===== config.mk =====
export PLATFORM = sky130hd
export DESIGN_NAME = avtf_queue
export DESIGN_NICKNAME = d
export VERILOG_FILES = /design/src/sv/avtf_pkg.sv /design/src/sv/avtf_queue.sv
export SDC_FILE = /design/constraint.sdc
export NUM_CORES = 1
export LEC_CHECK = 0
export ABC_AREA = 1
export BUFFER_PORTS_ARGS = -buffer_cell sky130_fd_sc_hd__clkbuf_2
export CAP_MARGIN = 20
export CORE_ASPECT_RATIO = 2
export CORE_MARGIN = 4
export CORE_UTILIZATION = 40
export DETAILED_ROUTE_END_ITERATION = 10
export GPL_TIMING_DRIVEN = 0
export HOLD_SLACK_MARGIN = 0.05
export PLACE_DENSITY = 0.68
export SLEW_MARGIN = 30
export SYNTH_ARGS = -nofsm -noshare
export SYNTH_HDL_FRONTEND = slang
export SYNTH_SLANG_ARGS = --single-unit

===== constraint.sdc =====
create_clock -name clk -period 3.6 [get_ports clk]
set_clock_uncertainty 0.1 [all_clocks]
set_input_delay 0.18 -clock clk [delete_from_list [all_inputs] [get_ports clk]]
set_output_delay 0.18 -clock clk [all_outputs]
set_load 0.005 [all_outputs]

===== src/sv/avtf_pkg.sv =====
// Shared types, constants and helper functions for the averaged voltage text formatter.
// Depends on nothing; every other file of the block imports it.
`default_nettype none

package avtf_pkg;

  localparam int SAMPLE_W        = 10;
  localparam int CHAR_W          = 8;
  localparam int SAMPLES_DEFAULT = 8;
  localparam int MEAN_W          = 10;
  localparam int SCALE_NUM       = 500;
  localparam int SCALE_DEN       = 1023;
  localparam int PROD_W          = 19;
  localparam int HV_W            = 9;
  localparam int DIGIT_W         = 4;
  localparam int POS_W           = 4;
  localparam int QUEUE_DEPTH     = 2;

  // floor(2^20 / 1023) gives a quotient that is low by at most one.
  localparam int DEN_SHIFT = 20;
  localparam int DEN_RECIP = (1 << DEN_SHIFT) / SCALE_DEN;
  localparam int DEN_PROD_W = PROD_W + 11;

  localparam logic [CHAR_W-1:0] CHAR_ZERO  = 8'h30;
  localparam logic [CHAR_W-1:0] CHAR_DOT   = 8'h2E;
  localparam logic [CHAR_W-1:0] CHAR_SPACE = 8'h20;
  localparam logic [CHAR_W-1:0] CHAR_V     = 8'h56;
  localparam logic [CHAR_W-1:0] CHAR_O     = 8'h6F;
  localparam logic [CHAR_W-1:0] CHAR_L     = 8'h6C;
  localparam logic [CHAR_W-1:0] CHAR_T     = 8'h74;
  localparam logic [CHAR_W-1:0] CHAR_CR    = 8'h0D;
  localparam logic [CHAR_W-1:0] CHAR_LF    = 8'h0A;

  // Character positions within one output line.
  localparam logic [POS_W-1:0] POS_HUND  = 4'd0;
  localparam logic [POS_W-1:0] POS_DOT   = 4'd1;
  localparam logic [POS_W-1:0] POS_TENS  = 4'd2;
  localparam logic [POS_W-1:0] POS_ONES  = 4'd3;
  localparam logic [POS_W-1:0] POS_SPACE = 4'd4;
  localparam logic [POS_W-1:0] POS_V     = 4'd5;
  localparam logic [POS_W-1:0] POS_O     = 4'd6;
  localparam logic [POS_W-1:0] POS_L     = 4'd7;
  localparam logic [POS_W-1:0] POS_T     = 4'd8;
  localparam logic [POS_W-1:0] POS_CR    = 4'd9;
  localparam logic [POS_W-1:0] POS_LF    = 4'd10;

  typedef struct packed {
    logic [DIGIT_W-1:0] hund;
    logic [DIGIT_W-1:0] tens;
    logic [DIGIT_W-1:0] ones;
  } digits_t;

  typedef struct packed {
    logic full;
    logic empty;
  } q_stat_t;

  // Splits a value of 0..500 into decimal digits with independent compares.
  function automatic digits_t to_digits(input logic [HV_W-1:0] hv);
    digits_t            d;
    logic [HV_W-1:0]    base_h;
    logic [HV_W-1:0]    rem_h;
    logic [6:0]         base_t;
    logic [6:0]         rem_t;
    d.hund = '0;
    d.tens = '0;
    base_h = '0;
    base_t = '0;
    for (int k = 1; k <= 5; k++) begin
      if (hv >= HV_W'(100 * k)) begin
        d.hund = DIGIT_W'(k);
        base_h = HV_W'(100 * k);
      end
    end
    rem_h = hv - base_h;
    rem_t = rem_h[6:0];
    for (int k = 1; k <= 9; k++) begin
      if (rem_t >= 7'(10 * k)) begin
        d.tens = DIGIT_W'(k);
        base_t = 7'(10 * k);
      end
    end
    rem_t  = rem_t - base_t;
    d.ones = rem_t[DIGIT_W-1:0];
    return d;
  endfunction

  function automatic logic [CHAR_W-1:0] char_at(input digits_t d,
                                                input logic [POS_W-1:0] pos);
    logic [CHAR_W-1:0] c;
    unique case (pos)
      POS_HUND:  c = CHAR_ZERO + CHAR_W'(d.hund);
      POS_DOT:   c = CHAR_DOT;
      POS_TENS:  c = CHAR_ZERO + CHAR_W'(d.tens);
      POS_ONES:  c = CHAR_ZERO + CHAR_W'(d.ones);
      POS_SPACE: c = CHAR_SPACE;
      POS_V:     c = CHAR_V;
      POS_O:     c = CHAR_O;
      POS_L:     c = CHAR_L;
      POS_T:     c = CHAR_T;
      POS_CR:    c = CHAR_CR;
      POS_LF:    c = CHAR_LF;
      default:   c = CHAR_LF;
    endcase
    return c;
  endfunction

endpackage

`default_nettype wire


===== src/sv/avtf_queue.sv =====
// Short queue of finished readings between the front end and the character sequencer.
// Depends on avtf_pkg.
`default_nettype none

module avtf_queue import avtf_pkg::*; #(
  parameter int DEPTH = QUEUE_DEPTH
) (
  input  logic    clk,
  input  logic    rst_n,
  input  logic    push,
  input  digits_t push_data,
  input  logic    pop,
  output digits_t head,
  output q_stat_t stat
);

  localparam int PTR_W = (DEPTH > 1) ? $clog2(DEPTH) : 1;
  localparam int CNT_W = $clog2(DEPTH + 1);

  digits_t           mem_r [DEPTH];
  logic [PTR_W-1:0]  wr_ptr_r;
  logic [PTR_W-1:0]  rd_ptr_r;
  logic [CNT_W-1:0]  cnt_r;

  assign head       = mem_r[rd_ptr_r];
  assign stat.full  = (cnt_r == CNT_W'(DEPTH));
  assign stat.empty = (cnt_r == '0);

  always_ff @(posedge clk) begin
    if (!rst_n) begin
      wr_ptr_r <= '0;
      rd_ptr_r <= '0;
      cnt_r    <= '0;
    end else begin
      if (push) begin
        wr_ptr_r <= (wr_ptr_r == PTR_W'(DEPTH - 1)) ? '0 : wr_ptr_r + PTR_W'(1);
      end
      if (pop) begin
        rd_ptr_r <= (rd_ptr_r == PTR_W'(DEPTH - 1)) ? '0 : rd_ptr_r + PTR_W'(1);
      end
      if (push && !pop) begin
        cnt_r <= cnt_r + CNT_W'(1);
      end else if (pop && !push) begin
        cnt_r <= cnt_r - CNT_W'(1);
      end
    end
  end

  always_ff @(posedge clk) begin
    if (push) begin
      mem_r[wr_ptr_r] <= push_data;
    end
  end

endmodule

`default_nettype wire


==> results.sh, run 1 <==
export IMPL_yosysWarningCount=0
export IMPL_numCtsBuffers=5
export IMPL_global_route_usage_total_pct=12.2
export IMPL_netSwitchingFraction_pct=22.0
export IMPL_timing_critical_path_required_ns=3.32
export IMPL_dp_hpwl_mm=1.43
export IMPL_yosys_area_share_adder_pct=1.10
export IMPL_tritoncts="built"
export IMPL_top_library_cells_by_usage_in_the_layout_fill_and_taps_aside="29 x clkbuf_2, 24 x edfxtp_1, 13 x dlygate4sd3_1"
export IMPL_critPathCaptureType="primary output"
export IMPL_critical_path_source_type="flop"
export IMPL_antenna_found_initial=0
export IMPL_areaGrowthSynthToFinish_pct=35.0
export IMPL_synth_avg_cell_area_um2=15.7
export IMPL_post_route_worst_setup_slack_ns=2.05
export IMPL_synthTopCellsByArea="edfxtp_1 64%, mux2_4 13%, dfxtp_1 8.8%"
export IMPL_final_period_utilization_pct=43.2
export IMPL_number_of_drc_violations_after_detailed_routing=0
export IMPL_synth_top_family_by_area="multiplexers"
export IMPL_drt_vias_per_instance=4.64
export IMPL_slew_limit_headroom_pct=56.5
export IMPL_internal_power_uw=569
export IMPL_maxCapViolCount=0
export IMPL_worst_slew_pin_slew_ns=0.651
export IMPL_wl_per_cell_um=13.0
export IMPL_design_portCount=30
export IMPL_post_route_setup_tns_ns=0
export IMPL_critical_path_arrival_ns=1.27
export IMPL_power_sequential_fraction_pct=53.9
export IMPL_ys_seq_elements=29
export IMPL_final_max_slew_viol_count=0
export IMPL_placementRows=27
export IMPL_postSynthCellCount=72
export IMPL_finalCriticalPeriod_ns=1.55
export IMPL_post_synth_and_or_nand_nor_area_fraction_pct=6.63
export IMPL_cts_root_buf="clkbuf_8"
export IMPL_crit_type="flop to primary output"
export IMPL_synth_compound_area_share_pct=0.884
export IMPL_yosysUniqueCellTypes=13
export IMPL_critical_path_n_buffers_inverters=2
export IMPL_htree_num_levels=2
export IMPL_die_h_um=83.2
export IMPL_cp_slowest_cell="dfxtp_1"
export IMPL_worst_skew_pair_late_latency_ns=0.27
export IMPL_die_width_um=45.6
export IMPL_postRouteWirelength_mm=1.96
export IMPL_syn_cell_area_um2=1130
export IMPL_cts_resized_gates=0
export IMPL_grt_overflow_total=0
export IMPL_detailedRoute_firstIterationViolations=15
export IMPL_comb_power_share_pct=12.3
export IMPL_num_clock_sinks=29
export IMPL_final_net_count=138
export IMPL_post_cts_setup_buffer_count=0
export IMPL_setup_viol=0
export IMPL_crit_path_cell_trace="buf_6 -> mux2_4 -> clkbuf_2"
export IMPL_crit_family="flip-flops"
export IMPL_min_delay_path_class="primary input to flop"
export IMPL_most_common_library_cell_in_the_layout_ignoring_fill_and_taps="clkbuf_2"
export IMPL_synth_yosys_seq_area_share_pct=72.5
export IMPL_place_gp_congestion=0.601
export IMPL_drt_first_pass_iters=4
export IMPL_cts_buffer_depth=2
export IMPL_floorplan_core_area_um2=2740
export IMPL_final_layout_size_suffix_gt1_share_pct=41.0
export IMPL_p_leak_nw=0.669
export IMPL_dpl_cells=130
export IMPL_postSynthNetCount=89
export IMPL_place_port_buffers=29
export IMPL_max_clock_freq_mhz=643
export IMPL_first_global_vias=772
export IMPL_finalHoldViolations=0
export IMPL_crit_path_max_incr_delay_ns=0.38
export IMPL_unrepaired_setup_endpoints_after_global_routing="false"
export IMPL_p_sw_uw=160
export IMPL_antenna_fix_cells=0
export IMPL_peakVddDrop_v=0.000317
export IMPL_grt_pass1_wl_mm=3.24
export IMPL_instances_no_fill=151
export IMPL_yosys_area_top_type="edfxtp_1"
export IMPL_synthXorXnorAreaFrac_pct=0
export IMPL_die_area_um2=3800
export IMPL_initial_core_util_pct=41.4
export IMPL_route_antenna_remaining_nets=0
export IMPL_cts_reportedPaths_clkPinSlew_ns=0.06
export IMPL_clockPowerShare_pct=33.8
export IMPL_grt_max_degree=13
export IMPL_yosysTopAreaCellShare_pct=63.6
export IMPL_via_count=701
export IMPL_placement_setup_worst_slack_ns=1.96
export IMPL_synth_mux_area_share_pct=15.2
export IMPL_cts_hold_buf=13
export IMPL_cp_max_fanout=10
export IMPL_status="finished clean"
export IMPL_power_per_cell_area_nw_per_um2=477
## final cells by class
| type | count | area, µm² |
|---|---|---|
| multi-input cells | 34 | 273 |
| inverters | 8 | 30.0 |
| repair buffers | 42 | 275 |
| fillers | 244 | 1210 |
| well taps | 29 | 36.3 |
| plain buffers | 1 | 11.3 |
| flip-flops and latches | 29 | 821 |
| clock inverters | 2 | 10.0 |
| clock buffers | 6 | 72.6 |
## Yosys cell counts, drive strengths merged
library cell and count:
edfxtp 24, nand4 1, nor2 9, a21oi 1, inv 8, dfxtp 5, mux2 12, o21ai 1
nand3 1, ha 1, buf 1, nand2 8
## per-stage QoR
step / utilization [%] / instance area [µm²] / hold slack, ns / power [mW]
floorplan: - / 1130 / 0.179 / 0.445
global placement: 48.0 / 1310 / 0.271 / 0.474
detailed placement: 48.0 / 1310 / 0.276 / 0.480
CTS: 55.8 / 1530 / 0.0708 / 0.740
global route: 55.9 / 1530 / 0.103 / 0.764
finish: 55.9 / 1530 / 0.0812 / 0.729
## cell families after synthesis
family                     Yosys count
DFF                                 29
and+or+nand+nor                     19
muxes                               12
buffers and inverters                9
AOI/OAI and AO/OA                    2
adders and majority gates            1
## tightest hold or removal path: cells and delay by family
kind	cells	cell delay (ns)
AND/OR/NAND/NOR	2	0.13
buffers and inverters	1	0.12
## worst paths after layout
check | from | endpoint | slack (ns) | cells past startpoint
worst max register to register | wr_ptr_r | mem_r[0][2] | 2.27 | 1
worst max-delay path | flop | head[7] | 2.05 | 3
worst min register to register | wr_ptr_r | wr_ptr_r | 0.42 | 2
worst min-delay path | push | wr_ptr_r | 0.08 | 3
## registers in the layout, summed over array words and instances (netlist names), named ones only
name,count
wr_ptr_r,1
rd_ptr_r,1
mem_r,24
cnt_r,2
## per-layer routing
metal  wire length, µm  vias up  GRT usage, %
met5                 0        -             0
met3               117        6          4.34
met1               577      325          8.71
li1                  -      352             -
met4                63        0          8.00
met2              1200       18          22.9
## power by group through the flow
stage	Combinational (mW)	Sequential (mW)	Clock [mW]
CTS	0.0911	0.394	0.255
global route	0.0998	0.395	0.270
floorplan	0.0470	0.398	0
finish	0.0895	0.393	0.246
global placement	0.0752	0.398	0
detailed placement	0.0797	0.401	0
No activity file was read; power rests on OpenSTA's default activity.
==> run 2: changes to the inputs <==
- ABC_AREA: 1 -> 0
- PLACE_DENSITY: 0.68 -> 0.71
- clock period: 3.6 -> 1.3 ns (I/O delays scaled with it)
==> run 2 against run 1 <==
Compared with the run above:
- the run now ends with negative setup slack left
- synthesized area is 4.6% lower
- synthesized cell count is 18% lower
- non-clock buffer count grew 3
- first-iteration DRC count fell by 73%
- via count is 6.8% lower
==> results.sh, run 2 <==
export IMPL_status="finished with violations"
export IMPL_violations="negative setup slack"
export IMPL_area_sequential_um2=825
export IMPL_global_route_usage_total_pct=12.3
export IMPL_area_occupied_by_multi_input_gates_um2=297
export IMPL_timing_critical_path_required_ns=1.13
export IMPL_postRouteWirelength_mm=1.90
export IMPL_htree_num_levels=2
export IMPL_crit_path_cell_trace="buf_4 -> mux2_2 -> clkbuf_2"
export IMPL_crit_type="flop to primary output"
export IMPL_p_leak_nw=0.655
export IMPL_min_delay_path_class="primary input to flop"
export IMPL_route_antenna_remaining_nets=0
export IMPL_synth_avg_cell_area_um2=18.3
export IMPL_place_port_buffers=29
export IMPL_largestRegisters="mem_r (24), cnt_r (2)"
export IMPL_most_common_cell_in_the_netlist="edfxtp_1"
export IMPL_cp_max_fanout=3
export IMPL_synth_yosys_seq_area_share_pct=76.0
export IMPL_postSynthCellCount=59
export IMPL_grt_overflow_total=0
export IMPL_ys_seq_elements=29
export IMPL_die_width_um=44.7
export IMPL_finalCriticalPeriod_ns=1.35
export IMPL_postSynthNetCount=76
export IMPL_setup_viol=12
export IMPL_largest_register_ff_count=24
export IMPL_async_s_r_ff_share_synth_pct=0
export IMPL_worst_skew_pair_late_latency_ns=0.27
export IMPL_final_period_utilization_pct=104
export IMPL_cp_slowest_cell="dfxtp_4"
export IMPL_yosys_area_top_type="edfxtp_1"
export IMPL_synth_common_cells="24 x edfxtp_1, 12 x mux2_2, 5 x dfxtp_1"
export IMPL_antenna_found_initial=0
export IMPL_drt_vias_per_instance=4.66
export IMPL_cts_reportedPaths_clkPinSlew_ns=0.05
export IMPL_top_register="mem_r"
export IMPL_yosysWarningCount=0
export IMPL_die_h_um=81.5
export IMPL_placement_setup_worst_slack_ns=-0.0510
export IMPL_die_area_um2=3650
export IMPL_cts_root_buf="clkbuf_8"
export IMPL_numCtsBuffers=5
export IMPL_n_fill_cell=216
export IMPL_crit_family="flip-flops"
export IMPL_syn_cell_area_um2=1080
export IMPL_placementRows=26
export IMPL_tritoncts="built"
export IMPL_drt_first_pass_iters=3
export IMPL_peakVddDrop_v=0.00101
export IMPL_final_max_slew_viol_count=0
export IMPL_cts_buffer_depth=2
export IMPL_post_route_worst_setup_slack_ns=-0.0505
export IMPL_worst_hold_path_num_cells=3
export IMPL_detailedRoute_firstIterationViolations=4
export IMPL_via_count=653
export IMPL_areaGrowthSynthToFinish_pct=45.0
export IMPL_final_layout_size_suffix_gt1_share_pct=48.2
export IMPL_finalHoldViolations=0
export IMPL_place_gp_congestion=0.603
export IMPL_num_clock_sinks=29
export IMPL_final_net_count=128
export IMPL_crit_path_max_incr_delay_ns=0.36
export IMPL_number_of_drc_violations_after_detailed_routing=0
export IMPL_critical_path_source_type="flop"
export IMPL_cp_num_cells=3
export IMPL_critPathCaptureType="primary output"
export IMPL_dp_hpwl_mm=1.28
export IMPL_floorplan_core_area_um2=2570
export IMPL_synth_edff_count=24
export IMPL_design_portCount=30
export IMPL_slew_limit_headroom_pct=74.9
export IMPL_critical_path_arrival_ns=1.19
export IMPL_power_per_cell_area_nw_per_um2=1350
export IMPL_maxCapViolCount=0
export IMPL_synthTopCellsByArea="edfxtp_1 67%, mux2_2 13%, dfxtp_1 9.3%"
export IMPL_most_common_library_cell_in_the_layout_ignoring_fill_and_taps="clkbuf_2"
export IMPL_grt_pass1_wl_mm=3.06
export IMPL_max_clock_freq_mhz=740
export IMPL_initial_core_util_pct=42.0
export IMPL_worstRegToRegCells=1
export IMPL_power_mw=2.11
export IMPL_yosysUniqueCellTypes=16
export IMPL_worst_slew_pin_slew_ns=0.375
export IMPL_first_global_vias=702
export IMPL_unrepaired_setup_endpoints_after_global_routing="true"
export IMPL_grt_max_degree=14
export IMPL_yosysTopAreaCellShare_pct=66.7
export IMPL_antenna_fix_cells=0
export IMPL_critical_path_n_buffers_inverters=2
export IMPL_wl_per_cell_um=13.5
export IMPL_synth_main_ff_cell="edfxtp_1"
export IMPL_top_library_cells_by_usage_in_the_layout_fill_and_taps_aside="29 x clkbuf_2, 24 x edfxtp_1, 14 x dlygate4sd3_1"
-- run 2: cells by family (layout without fill, tap and decap cells) --
kind of cell	after synthesis	after routing	synth area share, %
compound gates	3	3	1.85
xor+xnor	3	3	2.43
fa+ha+maj	1	1	1.16
buf+inv	2	55	0.810
flops	29	29	76.0
mux	12	12	12.5
simple gates	9	9	5.21
-- run 2: final cells by class --
cell class	count	area share [%]
timing repair buffer	45	19.4
sequential	29	52.7
buffer	1	0.719
tap	28	2.24
multi-input combinational	28	18.9
inverter	1	0.240
clock buffer	8	5.76
-- run 2: metal layers --
layer	up-vias	part of all wire [%]	global-route usage, %
li1	320	-	-
met1	309	33	10.5
met2	18	59	22.6
met3	6	5.5	5.26
met4	0	2.2	6.34
met5	-	0	0
-- run 2: metrics by stage --
stage / utilization, % / instance area [µm²] / TNS, ns / hold slack [ns] / cells
after global placement: 49.1 / 1260 / -0.0859 / 0.156 / 116
after floorplan: - / 1080 / 0 / 0.0639 / 59
after detailed placement: 49.1 / 1260 / -1.01 / 0.159 / 116
final: 60.9 / 1570 / -0.444 / 0.0776 / 140
after global routing: 60.9 / 1570 / -1.02 / 0.0992 / 140
after CTS: 60.9 / 1570 / -0.535 / 0.0691 / 140
-- run 2: final timing paths --
| path | startpoint | to | slack [ns] |
|---|---|---|---|
| setup / recovery | flop | head[1] | -0.05 |
| hold / removal | push | wr_ptr_r | 0.08 |
| setup reg to reg | wr_ptr_r | mem_r[1][1] | 0.13 |
| hold reg to reg | cnt_r[1] | cnt_r[1] | 0.41 |
-- run 2: report_power, final --
part,internal (mW),switching [mW],leakage (nW)
sequential,1.07,0.0275,0.267
clock,0.430,0.291,0.0455
combinational,0.180,0.111,0.342
total,1.68,0.430,0.655
-- run 2: repair_timing --
action,in CTS,in global routing
hold endpoints to repair,29,0
setup endpoints to repair,34,12
buffers inserted,1,0
resized for setup,18,0
cloned,1,0
hold buffers,14,0
-- run 2: worst min-delay path: cells and delay by family --
| family | cells | cell delay (ns) |
|---|---|---|
| AO/OA/AOI/OAI | 1 | 0.15 |
| buffers and inverters | 1 | 0.12 |
| AND/OR/NAND/NOR | 1 | 0.06 |
